### src/sv/sync_frame_receiver_fletcher16_defines.svh
// ----------------------------------------------------------------------------
// Sync frame receiver assertion macros
// Concurrent assertion helpers shared by the receiver RTL. They expand to
// nothing when SYNTHESIS is defined.
// ----------------------------------------------------------------------------
`ifndef SYNC_FRAME_RECEIVER_FLETCHER16_DEFINES_SVH
`define SYNC_FRAME_RECEIVER_FLETCHER16_DEFINES_SVH

`ifndef SYNTHESIS
// Property that must hold at every clock edge outside reset.
`define SFRF_ASSERT(lbl, clk, rstn, prop, msg) \
  lbl: assert property (@(posedge clk) disable iff (!rstn) (prop)) \
    else $error(msg);
// Condition in one cycle that requires another in the next cycle.
`define SFRF_ASSERT_NEXT(lbl, clk, rstn, ante, cons, msg) \
  lbl: assert property (@(posedge clk) disable iff (!rstn) (ante) |=> (cons)) \
    else $error(msg);
`else
`define SFRF_ASSERT(lbl, clk, rstn, prop, msg)
`define SFRF_ASSERT_NEXT(lbl, clk, rstn, ante, cons, msg)
`endif

`endif

### src/sv/sfrf_pkg.sv
`timescale 1ns / 1ps
// ----------------------------------------------------------------------------
// Sync frame receiver package
// Phase and status codes, header layout constants and shared structs.
// ----------------------------------------------------------------------------
package sfrf_pkg;

  typedef enum logic [1:0] {
    PH_WAIT_D,
    PH_WAIT_F,
    PH_HEADER,
    PH_PAYLOAD
  } phase_e;

  typedef enum logic [2:0] {
    ST_BUSY     = 3'd0,
    ST_GOOD     = 3'd1,
    ST_BADSUM   = 3'd2,
    ST_TOOLONG  = 3'd3,
    ST_SYNCLOST = 3'd4
  } status_e;

  localparam logic [7:0]  SYNC_0      = 8'h44;
  localparam logic [7:0]  SYNC_1      = 8'h46;
  localparam logic [8:0]  MOD255      = 9'd255;

  localparam logic [15:0] ID_OFS      = 16'd2;
  localparam logic [15:0] TYPE_OFS    = 16'd6;
  localparam logic [15:0] LEN_OFS     = 16'd8;
  localparam logic [15:0] HDR_LEN     = 16'd10;
  localparam logic [15:0] CHECK_LEN   = 16'd2;
  localparam logic [15:0] MAX_LEN_RST = 16'd256;

  typedef struct packed {
    logic [7:0]  frame_byte;
    logic [15:0] byte_position;
    logic        frame_end;
    status_e     frame_status;
    logic [31:0] frame_id;
    logic [15:0] frame_type;
  } result_t;

  typedef struct packed {
    logic update;
    logic restart;
    logic clear;
  } sum_ctl_t;

endpackage

### src/sv/sfrf_fletcher.sv
`timescale 1ns / 1ps
// ----------------------------------------------------------------------------
// Fletcher-16 accumulator
// Holds both running sums modulo 255 and presents their updated values.
// ----------------------------------------------------------------------------
module sfrf_fletcher (
  input  logic               clk_i,
  input  logic               rst_ni,
  input  sfrf_pkg::sum_ctl_t ctl_i,
  input  logic [7:0]         data_i,
  output logic [7:0]         low_o,
  output logic [7:0]         high_o
);

  logic [7:0] low_q, high_q;
  logic [7:0] low_base, high_base;
  logic [8:0] low_sum, high_sum;

  // The stored sums stay below 255, so one conditional subtract reduces the sum.
  always_comb begin
    low_base  = ctl_i.restart ? 8'd0 : low_q;
    high_base = ctl_i.restart ? 8'd0 : high_q;
    low_sum   = {1'b0, low_base} + {1'b0, data_i};
    low_o     = (low_sum >= sfrf_pkg::MOD255) ? 8'(low_sum - sfrf_pkg::MOD255)
                                              : low_sum[7:0];
    high_sum  = {1'b0, high_base} + {1'b0, low_o};
    high_o    = (high_sum >= sfrf_pkg::MOD255) ? 8'(high_sum - sfrf_pkg::MOD255)
                                               : high_sum[7:0];
  end

  always_ff @(posedge clk_i or negedge rst_ni) begin
    if (!rst_ni) begin
      low_q  <= 8'd0;
      high_q <= 8'd0;
    end else if (ctl_i.clear) begin
      low_q  <= 8'd0;
      high_q <= 8'd0;
    end else if (ctl_i.update) begin
      low_q  <= low_o;
      high_q <= high_o;
    end
  end

endmodule

### src/sv/sfrf_core.sv
`timescale 1ns / 1ps
// ----------------------------------------------------------------------------
// Sync frame receiver core
// Sync hunt, header capture, length check and frame end detection for one
// word per cycle whenever go_i is high.
// ----------------------------------------------------------------------------
module sfrf_core (
  input  logic              clk_i,
  input  logic              rst_ni,
  input  logic              go_i,
  input  logic [7:0]        data_i,
  input  logic [15:0]       max_len_i,
  output logic              emit_o,
  output sfrf_pkg::result_t res_o
);

  sfrf_pkg::phase_e   phase_q, phase_d;
  sfrf_pkg::sum_ctl_t sum_ctl;
  logic [15:0] count_q, count_d;
  logic [15:0] total_q, total_d;
  logic [31:0] id_q, id_d;
  logic [15:0] type_q, type_d;
  logic [7:0]  len_lo_q, len_lo_d;
  logic [7:0]  low_new, high_new;
  logic [15:0] cnt_inc;
  logic [16:0] total_new;
  logic        too_long;
  logic        hdr_last;
  logic        pay_done;
  logic [1:0]  id_sel;

  sfrf_fletcher u_fletcher (
    .clk_i  (clk_i),
    .rst_ni (rst_ni),
    .ctl_i  (sum_ctl),
    .data_i (data_i),
    .low_o  (low_new),
    .high_o (high_new)
  );

  assign cnt_inc   = count_q + 16'd1;
  assign total_new = 17'(sfrf_pkg::HDR_LEN) + 17'(sfrf_pkg::CHECK_LEN)
                   + {1'b0, data_i, len_lo_q};
  assign too_long  = total_new > {1'b0, max_len_i};
  assign hdr_last  = (count_q == sfrf_pkg::HDR_LEN - 16'd1);
  assign pay_done  = (cnt_inc >= total_q);
  assign id_sel    = 2'(count_q - sfrf_pkg::ID_OFS);

  always_comb begin
    phase_d = phase_q;
    if (go_i) begin
      case (phase_q)
        sfrf_pkg::PH_WAIT_D: begin
          if (data_i == sfrf_pkg::SYNC_0) phase_d = sfrf_pkg::PH_WAIT_F;
        end
        sfrf_pkg::PH_WAIT_F: begin
          if (data_i == sfrf_pkg::SYNC_1) begin
            phase_d = sfrf_pkg::PH_HEADER;
          end else if (data_i != sfrf_pkg::SYNC_0) begin
            phase_d = sfrf_pkg::PH_WAIT_D;
          end
        end
        sfrf_pkg::PH_HEADER: begin
          if (hdr_last) phase_d = too_long ? sfrf_pkg::PH_WAIT_D : sfrf_pkg::PH_PAYLOAD;
        end
        sfrf_pkg::PH_PAYLOAD: begin
          if (pay_done) phase_d = sfrf_pkg::PH_WAIT_D;
        end
        default: phase_d = sfrf_pkg::PH_WAIT_D;
      endcase
    end
  end

  always_comb begin
    emit_o              = 1'b0;
    res_o.frame_byte    = data_i;
    res_o.byte_position = count_q;
    res_o.frame_end     = 1'b0;
    res_o.frame_status  = sfrf_pkg::ST_BUSY;
    res_o.frame_id      = 32'd0;
    res_o.frame_type    = 16'd0;
    sum_ctl             = '0;
    count_d             = count_q;
    total_d             = total_q;
    id_d                = id_q;
    type_d              = type_q;
    len_lo_d            = len_lo_q;
    if (go_i) begin
      case (phase_q)
        sfrf_pkg::PH_WAIT_D: begin
          if (data_i == sfrf_pkg::SYNC_0) begin
            emit_o              = 1'b1;
            res_o.byte_position = 16'd0;
            sum_ctl.restart     = 1'b1;
            sum_ctl.update      = 1'b1;
            count_d             = 16'd1;
          end
        end
        sfrf_pkg::PH_WAIT_F: begin
          res_o.byte_position = 16'd1;
          if (data_i == sfrf_pkg::SYNC_1) begin
            emit_o         = 1'b1;
            sum_ctl.update = 1'b1;
            count_d        = 16'd2;
          end else if (data_i != sfrf_pkg::SYNC_0) begin
            emit_o             = 1'b1;
            res_o.frame_end    = 1'b1;
            res_o.frame_status = sfrf_pkg::ST_SYNCLOST;
            sum_ctl.clear      = 1'b1;
            count_d            = 16'd0;
          end
        end
        sfrf_pkg::PH_HEADER: begin
          emit_o         = 1'b1;
          sum_ctl.update = 1'b1;
          count_d        = cnt_inc;
          if (count_q >= sfrf_pkg::ID_OFS && count_q < sfrf_pkg::TYPE_OFS) begin
            id_d[{id_sel, 3'b000} +: 8] = data_i;
          end else if (count_q == sfrf_pkg::TYPE_OFS) begin
            type_d[7:0] = data_i;
          end else if (count_q == sfrf_pkg::TYPE_OFS + 16'd1) begin
            type_d[15:8] = data_i;
          end else if (count_q == sfrf_pkg::LEN_OFS) begin
            len_lo_d = data_i;
          end
          if (hdr_last) begin
            if (too_long) begin
              res_o.frame_end    = 1'b1;
              res_o.frame_status = sfrf_pkg::ST_TOOLONG;
              res_o.frame_id     = id_q;
              res_o.frame_type   = type_q;
              sum_ctl.clear      = 1'b1;
              count_d            = 16'd0;
            end else begin
              // Not too long means the total fits the 16-bit limit.
              total_d = total_new[15:0];
            end
          end
        end
        sfrf_pkg::PH_PAYLOAD: begin
          emit_o         = 1'b1;
          sum_ctl.update = 1'b1;
          count_d        = cnt_inc;
          if (pay_done) begin
            res_o.frame_end    = 1'b1;
            res_o.frame_status = (low_new == 8'd0 && high_new == 8'd0)
                               ? sfrf_pkg::ST_GOOD : sfrf_pkg::ST_BADSUM;
            res_o.frame_id     = id_q;
            res_o.frame_type   = type_q;
            sum_ctl.clear      = 1'b1;
            count_d            = 16'd0;
          end
        end
        default: begin
          count_d = 16'd0;
        end
      endcase
    end
  end

  always_ff @(posedge clk_i or negedge rst_ni) begin
    if (!rst_ni) begin
      phase_q  <= sfrf_pkg::PH_WAIT_D;
      count_q  <= 16'd0;
      total_q  <= 16'd0;
      id_q     <= 32'd0;
      type_q   <= 16'd0;
      len_lo_q <= 8'd0;
    end else begin
      phase_q  <= phase_d;
      count_q  <= count_d;
      total_q  <= total_d;
      id_q     <= id_d;
      type_q   <= type_d;
      len_lo_q <= len_lo_d;
    end
  end

endmodule

### src/sv/sync_frame_receiver_fletcher16.sv
`timescale 1ns / 1ps
// ----------------------------------------------------------------------------
// Sync frame receiver with Fletcher-16 check
// Hunts for the sync pair, parses the header and checks each frame.
// ----------------------------------------------------------------------------
// The input channel carries one received byte per word (in_valid_i, in_stall_o,
// rx_byte_i). The output channel carries one result word per stored frame byte
// (out_valid_o, out_stall_i and the frame fields). Bytes other than 'D' seen
// while hunting, and repeated 'D' bytes while waiting for 'F', give no word.
// An accepted byte sits in an input register, is processed there by the parser
// and the Fletcher-16 accumulator, and its result lands in the output register.
// Throughput is one word per cycle while out_stall_i is low, limited only by
// the single pass through the parser between those two registers.
// When the receiver stalls, the result register holds its word and the input
// register still takes one more byte; in_stall_o rises only once both are full.
// Users write the max frame length register (cfg_we_i / cfg_wdata_i) only
// while the block is idle; the block does not enforce it. Reset returns the
// parser to the hunt, empties both registers and sets max frame length to 256.
// ----------------------------------------------------------------------------
`include "sync_frame_receiver_fletcher16_defines.svh"

module sync_frame_receiver_fletcher16 (
  input  logic        clk_i,
  input  logic        rst_ni,
  input  logic        cfg_we_i,
  input  logic [15:0] cfg_wdata_i,
  input  logic        in_valid_i,
  output logic        in_stall_o,
  input  logic [7:0]  rx_byte_i,
  output logic        out_valid_o,
  input  logic        out_stall_i,
  output logic [7:0]  frame_byte_o,
  output logic [15:0] byte_position_o,
  output logic        frame_end_o,
  output logic [2:0]  frame_status_o,
  output logic [31:0] frame_id_o,
  output logic [15:0] frame_type_o
);

  logic              s1_valid_q, s1_valid_d;
  logic [7:0]        s1_data_q;
  logic              out_valid_q, out_valid_d;
  sfrf_pkg::result_t out_res_q;
  sfrf_pkg::result_t core_res;
  logic              core_emit;
  logic [15:0]       max_len_q;
  logic              out_free;
  logic              s1_go;
  logic              in_accept;

  // The result register can take a new word when empty or being drained.
  assign out_free   = !out_valid_q || !out_stall_i;
  // The word in the input register is processed whenever the result register
  // can take whatever it may produce.
  assign s1_go      = s1_valid_q && out_free;
  assign in_stall_o = s1_valid_q && !s1_go;
  assign in_accept  = in_valid_i && !in_stall_o;

  always_comb begin
    s1_valid_d = s1_valid_q;
    if (in_accept) begin
      s1_valid_d = 1'b1;
    end else if (s1_go) begin
      s1_valid_d = 1'b0;
    end
    out_valid_d = out_valid_q;
    if (out_free) out_valid_d = s1_go && core_emit;
  end

  sfrf_core u_core (
    .clk_i     (clk_i),
    .rst_ni    (rst_ni),
    .go_i      (s1_go),
    .data_i    (s1_data_q),
    .max_len_i (max_len_q),
    .emit_o    (core_emit),
    .res_o     (core_res)
  );

  always_ff @(posedge clk_i or negedge rst_ni) begin
    if (!rst_ni) begin
      max_len_q   <= sfrf_pkg::MAX_LEN_RST;
      s1_valid_q  <= 1'b0;
      out_valid_q <= 1'b0;
    end else begin
      if (cfg_we_i) max_len_q <= cfg_wdata_i;
      s1_valid_q  <= s1_valid_d;
      out_valid_q <= out_valid_d;
    end
  end

  // Payload registers carry no reset; their valid bits qualify them.
  always_ff @(posedge clk_i) begin
    if (in_accept) s1_data_q <= rx_byte_i;
    if (out_free && s1_go && core_emit) out_res_q <= core_res;
  end

  assign out_valid_o     = out_valid_q;
  assign frame_byte_o    = out_res_q.frame_byte;
  assign byte_position_o = out_res_q.byte_position;
  assign frame_end_o     = out_res_q.frame_end;
  assign frame_status_o  = 3'(out_res_q.frame_status);
  assign frame_id_o      = out_res_q.frame_id;
  assign frame_type_o    = out_res_q.frame_type;

  // A word ends its frame exactly when it carries a final status.
  `SFRF_ASSERT(a_end_matches_status, clk_i, rst_ni,
    !out_valid_o || (frame_end_o == (frame_status_o != 3'(sfrf_pkg::ST_BUSY))),
    "frame end flag disagrees with frame status")

  // Back-pressure reaches the input only when the input register is occupied.
  `SFRF_ASSERT(a_stall_needs_full, clk_i, rst_ni,
    !in_stall_o || s1_valid_q,
    "input stalled with an empty input register")

  // A lost sync always reports the second frame position and no header fields.
  `SFRF_ASSERT(a_sync_lost_fields, clk_i, rst_ni,
    !(out_valid_o && frame_status_o == 3'(sfrf_pkg::ST_SYNCLOST)) ||
    (byte_position_o == 16'd1 && frame_id_o == 32'd0 && frame_type_o == 16'd0),
    "sync lost word carries wrong position or header fields")

  // A processed byte that produces a word must show it in the next cycle.
  `SFRF_ASSERT_NEXT(a_emit_reaches_out, clk_i, rst_ni,
    s1_go && core_emit,
    out_valid_o,
    "emitted word did not reach the output register")

endmodule
### config.mk
export PLATFORM = sky130hd
export DESIGN_NAME = sync_frame_receiver_fletcher16
export DESIGN_NICKNAME = d
export VERILOG_FILES = /design/src/sv/sfrf_pkg.sv /design/src/sv/sfrf_fletcher.sv /design/src/sv/sfrf_core.sv /design/src/sv/sync_frame_receiver_fletcher16.sv
export VERILOG_INCLUDE_DIRS = /design/src /design/src/sv
export SDC_FILE = /design/constraint.sdc
export NUM_CORES = 1
export LEC_CHECK = 0
export BUFFER_PORTS_ARGS = -buffer_cell sky130_fd_sc_hd__buf_2
export CORE_MARGIN = 10
export CORE_UTILIZATION = 60
export CTS_CLUSTER_SIZE = 24
export DETAILED_ROUTE_END_ITERATION = 16
export PLACE_DENSITY = 0.8
export REMOVE_ABC_BUFFERS = 1
export SLEW_MARGIN = 10
export SYNTH_ARGS = -nofsm -noshare
export SYNTH_HDL_FRONTEND = slang
export SYNTH_HIERARCHICAL = 1
export SYNTH_SLANG_ARGS = --single-unit
export TNS_END_PERCENT = 30
### constraint.sdc
create_clock -name clk_i -period 9.8 [get_ports clk_i]
set_input_delay 1.96 -clock clk_i [delete_from_list [all_inputs] [get_ports clk_i]]
set_output_delay 1.96 -clock clk_i [all_outputs]
set_load 0.03 [all_outputs]
* Word level (Yosys, flattened, before mapping)
Index checks and enable logic that the tools add are counted.
** Word-level totals
- Flip-flop bits (word level) :: 208
- Bits of input ports :: 29
- Output and inout bits :: 78
- Word-level logic and storage cells :: 130
** Cells by class
- Add/sub/neg operators :: 8
- Magnitude comparators :: 6
- Equal/unequal tests :: 14
- Shift-type cells :: 2
- Mux-type cells :: 51
- Bitwise gates (word level) :: 4
- Reductions and logical operators :: 26
** Operator list (number)
- $mux 52 :: 3
- $mux 16 :: 7
- $pmux 48 s2 :: 1
- $mux 68 :: 1
- $mux 8 :: 8
- $pmux 16 s4 :: 1
- $bwmux 32 :: 1
- $eq 16x3->1 const B :: 2
- $eq 16x4->1 const B :: 2
- $pmux 16 s2 :: 1
- $shift 8x7->32 const A :: 1
- $shiftx 8x7->32 :: 1
- $add 8x8->9 :: 2
- $ge 9x8->1 const B :: 2
- $add 4x16->17 const A :: 1
- $gt 17x16->1 :: 1
- $add 16x1->16 const B :: 1
- $eq 8x7->1 const B :: 2
- $ge 16x16->1 :: 1
- $ge 16x2->1 const B :: 1
- $logic_not 8->1 :: 2
- $lt 16x3->1 const B :: 1
- $mux 2 :: 8
- $sub 8x8->8 const B :: 2
- other kinds (24) :: 58

* Depth between registers and ports, before layout
- Depth after elaboration :: 19
- Mapped depth :: 33
- Mapped depth without buffers :: 31

* Hierarchy
The synthesis kept the hierarchy.
** Modules (own cells, without submodules)
- sfrf_core :: instances 1, cells an instance 646, area an instance 5768.0 µm², seq. area each 2252.2 µm²
- sync_frame_receiver_fletcher16 :: instances 1, cells an instance 129, area an instance 3266.9 µm², seq. area each 2974.1 µm²
- sfrf_fletcher :: instances 1, cells an instance 299, area an instance 2448.6 µm², seq. area each 400.4 µm²

* Least setup slack after synthesis
OpenSTA, ideal clock, no wires.
- Path type :: input to register
- Start point :: input port out_stall_i
- End point :: register out_res_q, in the netlist frame_status_o[1] (data pin)
- Library setup time :: 0.278 ns
- Data arrival time :: 8.716 ns
- Data required time :: 9.522 ns
- Setup slack :: 0.807 ns
- Stages :: 30
- Path buffers :: 2
- Cell sequence :: nand2_1 -> and2_1 -> inv_1 -> nor2_1 -> nand2_1 -> nor2_1 -> clkbuf_1 -> nor2b_1 -> ha_1 -> fa_1 -> nand2b_1 -> o221a_4 -> or4_4 -> o41ai_4 -> nand2_2 -> xor2_1 -> ha_1 -> and3_1 -> a211oi_1 -> o21ai_4 -> a31oi_1 -> xor2_1 -> or4_1 -> buf_2 -> o21a_1 -> mux2_4 -> nor4_1 -> nand4_1 -> nand3_1 -> a21oi_1
** RTL lines
- start, declared :: line sync_frame_receiver_fletcher16.sv:31 : input logic out_stall_i,
- end signal, assigned :: line sync_frame_receiver_fletcher16.sv:95 : if (out_free && s1_go && core_emit) out_res_q <= core_res;
- end, declared :: line sync_frame_receiver_fletcher16.sv:43 : sfrf_pkg::result_t out_res_q;

==> flow_summary.toml <==
[status]
status = "complete, no violations"

[critical_path]
critPathKind = "in -> reg"
crit-reg2reg-capture = "frame_status_o[1]"
cp_top_family = "simple AND/OR/NAND/NOR gates"
cp-start-kind = "input port"
rr_worst_depth = 28
path_buf_inv = 2
critPathArrivalTime_ns = 9.39
cp_max_fo = 9
rrSetupSlack_ns = 1.16
critical_path.max_stage_delay_ns = 0.75
critical_path.slowest_cell = "or4_1"
rr_startpoint = "s1_data_q[5]"
required_ns = 10.03
worstSetupEndpointType = "flop"

[hold_path]
hp-start = "u_core/id_q[12]"
hold_depth = 2
min_path_type = "reg -> reg"
holdPathEnd = "u_core/id_q[12]"

[clocking]
numCtsBuffers = 23
path_clk_slew_ns = 0.06
clockBufferDepth = 3
cts_tree = "yes"
cts-resized-gates = 0
clock-root-buffer = "clkbuf_16"
cts_hold_buf = 0
cts_sinks = 208
htreeDepth = 1
insertion_delay_ns = 0.52
postCtsSetupBuffers = 0

[grt]
grt_pass1_vias = 8231
overflow = 0
grt_usage_pct = 21.5
grt_antenna_before_repair = 0
grt_pass1_wl_mm = 43.6
grt_max_degree = 77

[routing]
wl_mm = 27.2
first_pass_iters = 5
dr.first_iter.drc_count = 728
avgRoutedWirePerCell_um = 19.3
ant_nets = 0
drc = 0
routed-via-count = 8455
routed_via_density = 6.00

[die]
start_util_pct = 61.2
fp-row-count = 50
io_pins = 107
core-area_mm2 = 0.0188
dieArea_mm2 = 0.0251
die_h_um = 158
die_w_um = 158

[sta]
slew_violations = 0
relSlewSlack_pct = 35.7
finalCriticalPeriod_ns = 9.16
max_freq_mhz = 109
hold_slack_ns = 0.469
hold_violations = 0
finalSetupViolations = 0
worst_slew_pin_slew_ns = 0.965
post-route-period-util_pct = 93.4
rsz0062_at_grt = "false"
setup_ws_ns = 0.644
clock_skew_ns = 0.0169
timing.setup.tns_ns = 0

[pwr]
p_sw_uw = 639
intPower_mw = 1.56
peakVddDrop_v = 0.000173
clock_power_share_pct = 37.5
pwr-share-comb_pct = 19.9
p_leak_nw = 6.01
swShare_pct = 29.0
seqPwrFrac_pct = 42.6
p_per_area_mw_per_mm2 = 171

[final_layout]
stdcell_count = 1410
n_antenna_cell = 0
area_growth_pct = 12.1
nets = 1245
drive_above_1_share_pct = 20.9
utilization_pct = 68.6

[synth]
synth_seq_cells = 208
synth_cell_types = 90
yosysWarnings = 6
synth_top_area_share_pct = 26.8
yosysSeqAreaShare_pct = 49.0
ys_top_cells_by_area = "dfrtp_1 27%, edfxtp_1 22%, ha_1 6.1%, nand2_1 4.1%, mux2_2 3.8%"
synthCells = 1074
synth_ff_type = "dfrtp_1"
syn-cell-area_mm2 = 0.0115
synth_area_leader_cell = "dfrtp_1"
synth-edff-count = 84
async_flop_share_pct = 59.6
syn_avg_cell_area_um2 = 10.7

[place]
hpwl_mm = 18.9
gp_congestion = 0.922
place_inst = 1367
place_worst_setup_slack_ns = 0.285
port_buffers = 106

[job]
maxCapViolCount = 0
[synth_stat cells (9+ instances only)]
cell type and number:
a211oi_1 10, a21oi_1 28, a32o_1 13, and3_1 57
buf_2 15, buf_4 9, clkbuf_1 33, dfrtp_1 123
edfxtp_1 84, ha_1 56, inv_1 57, mux2_2 39
mux2_4 11, nand2_1 126, nand2b_1 15, nand3_1 31
nor2_1 56, nor2b_1 36, nor3_1 16, nor4_1 12
o21a_1 9, o21ai_0 54, xnor2_1 34, xor2_1 18
[final cells by class]
type / instances / area [um2]
Inverter: 57 / 214
Clock inverter: 7 / 65.1
Clock buffer: 35 / 671
Sequential cell: 208 / 5630
Tap cell: 234 / 293
Multi-Input combinational cell: 746 / 5330
Timing Repair Buffer: 123 / 673
Fill cell: 1413 / 5890
[power by group through the flow]
| stage | logic, mW | registers [mW] | clock network (mW) |
|---|---|---|---|
| floorplan | 0.312 | 0.955 | 0 |
| global route | 0.483 | 0.941 | 0.869 |
| detailed placement | 0.428 | 0.955 | 0 |
| global placement | 0.420 | 0.954 | 0 |
| finish | 0.439 | 0.939 | 0.826 |
| CTS | 0.434 | 0.938 | 0.838 |
[metal layers]
metal / up-vias / track usage, % / part of all wire [%]
met5: - / 0 / 0
met4: 0 / 5.25 / 1.8
met3: 33 / 3.35 / 7.9
met2: 333 / 34.7 / 46
met1: 4069 / 30.0 / 45
li1: 4020 / - / -
[tightest hold or removal path, delay by kind of cell (launching register included)]
kind               cells  cell delay [ns]
AOI/OAI and AO/OA      1             0.06
and+or+nand+nor        1             0.04
DFF                    1             0.34
[layout by cell type, fill, tap and decap left out, types with 6 or more instances in the layout]
cell type	n
a211oi_1	10
a21o_1	6
a21oi_1	27
a32o_1	13
and3_1	57
buf_2	105
buf_4	17
clkbuf_1	7
clkbuf_16	23
dfrtp_1	123
edfxtp_1	84
ha_1	56
inv_1	57
mux2_2	39
mux2_4	11
nand2_1	126
nand2b_1	15
nand3_1	31
nand4_1	7
nor2_1	55
nor2b_1	36
nor3_1	16
nor4_1	12
o2111ai_1	6
o211ai_1	6
o21a_1	9
o21ai_0	54
xnor2_1	34
xor2_1	18
[worst max path at each step]
stage | startpoint | endpoint | slack (ns) | cells after the start
after floorplan | out_stall_i | frame_status_o[1] | 0.77 | 28
after global placement | out_stall_i | frame_status_o[1] | 0.56 | 29
after detailed placement | out_stall_i | frame_status_o[1] | 0.29 | 29
after CTS | out_stall_i | frame_status_o[1] | 0.76 | 29
after global routing | out_stall_i | frame_status_o[1] | 0.28 | 29
final | out_stall_i | frame_status_o[1] | 0.64 | 29
[through the flow]
step / total power, mW / cell area, um2
floorplan: 1.27 / 11200
global placement: 1.37 / 12100
detailed placement: 1.38 / 12100
CTS: 2.21 / 12900
global route: 2.29 / 12900
finish: 2.20 / 12900
[registers in the layout, summed over array words and instances (netlist names), 2 cells and up]
register / flops
u_core/total_q: 16
u_core/len_lo_q: 8
byte_position_o: 16
frame_status_o: 3
frame_byte_o: 8
max_len_q: 16
u_core/u_fletcher/high_q: 8
s1_data_q: 8
u_core/type_q: 16
u_core/phase_q: 2
frame_id_o: 32
u_core/count_q: 16
u_core/id_q: 32
frame_type_o: 16
u_core/u_fletcher/low_q: 8
[cells by family (layout without fill, tap and decap cells)]
logic type / after synthesis / count (layout) / synth area share, %
XOR/XNOR: 57 / 57 / 4.77
multiplexers: 55 / 55 / 5.81
flip-flops: 208 / 208 / 49.0
buffers and inverters: 120 / 222 / 4.72
AND/OR/NAND/NOR: 385 / 385 / 17.1
AO/OA/AOI/OAI: 192 / 192 / 12.4
adder cells (fa/ha/maj): 57 / 57 / 6.28
Note: power is estimated with default switching activity, not from simulation.
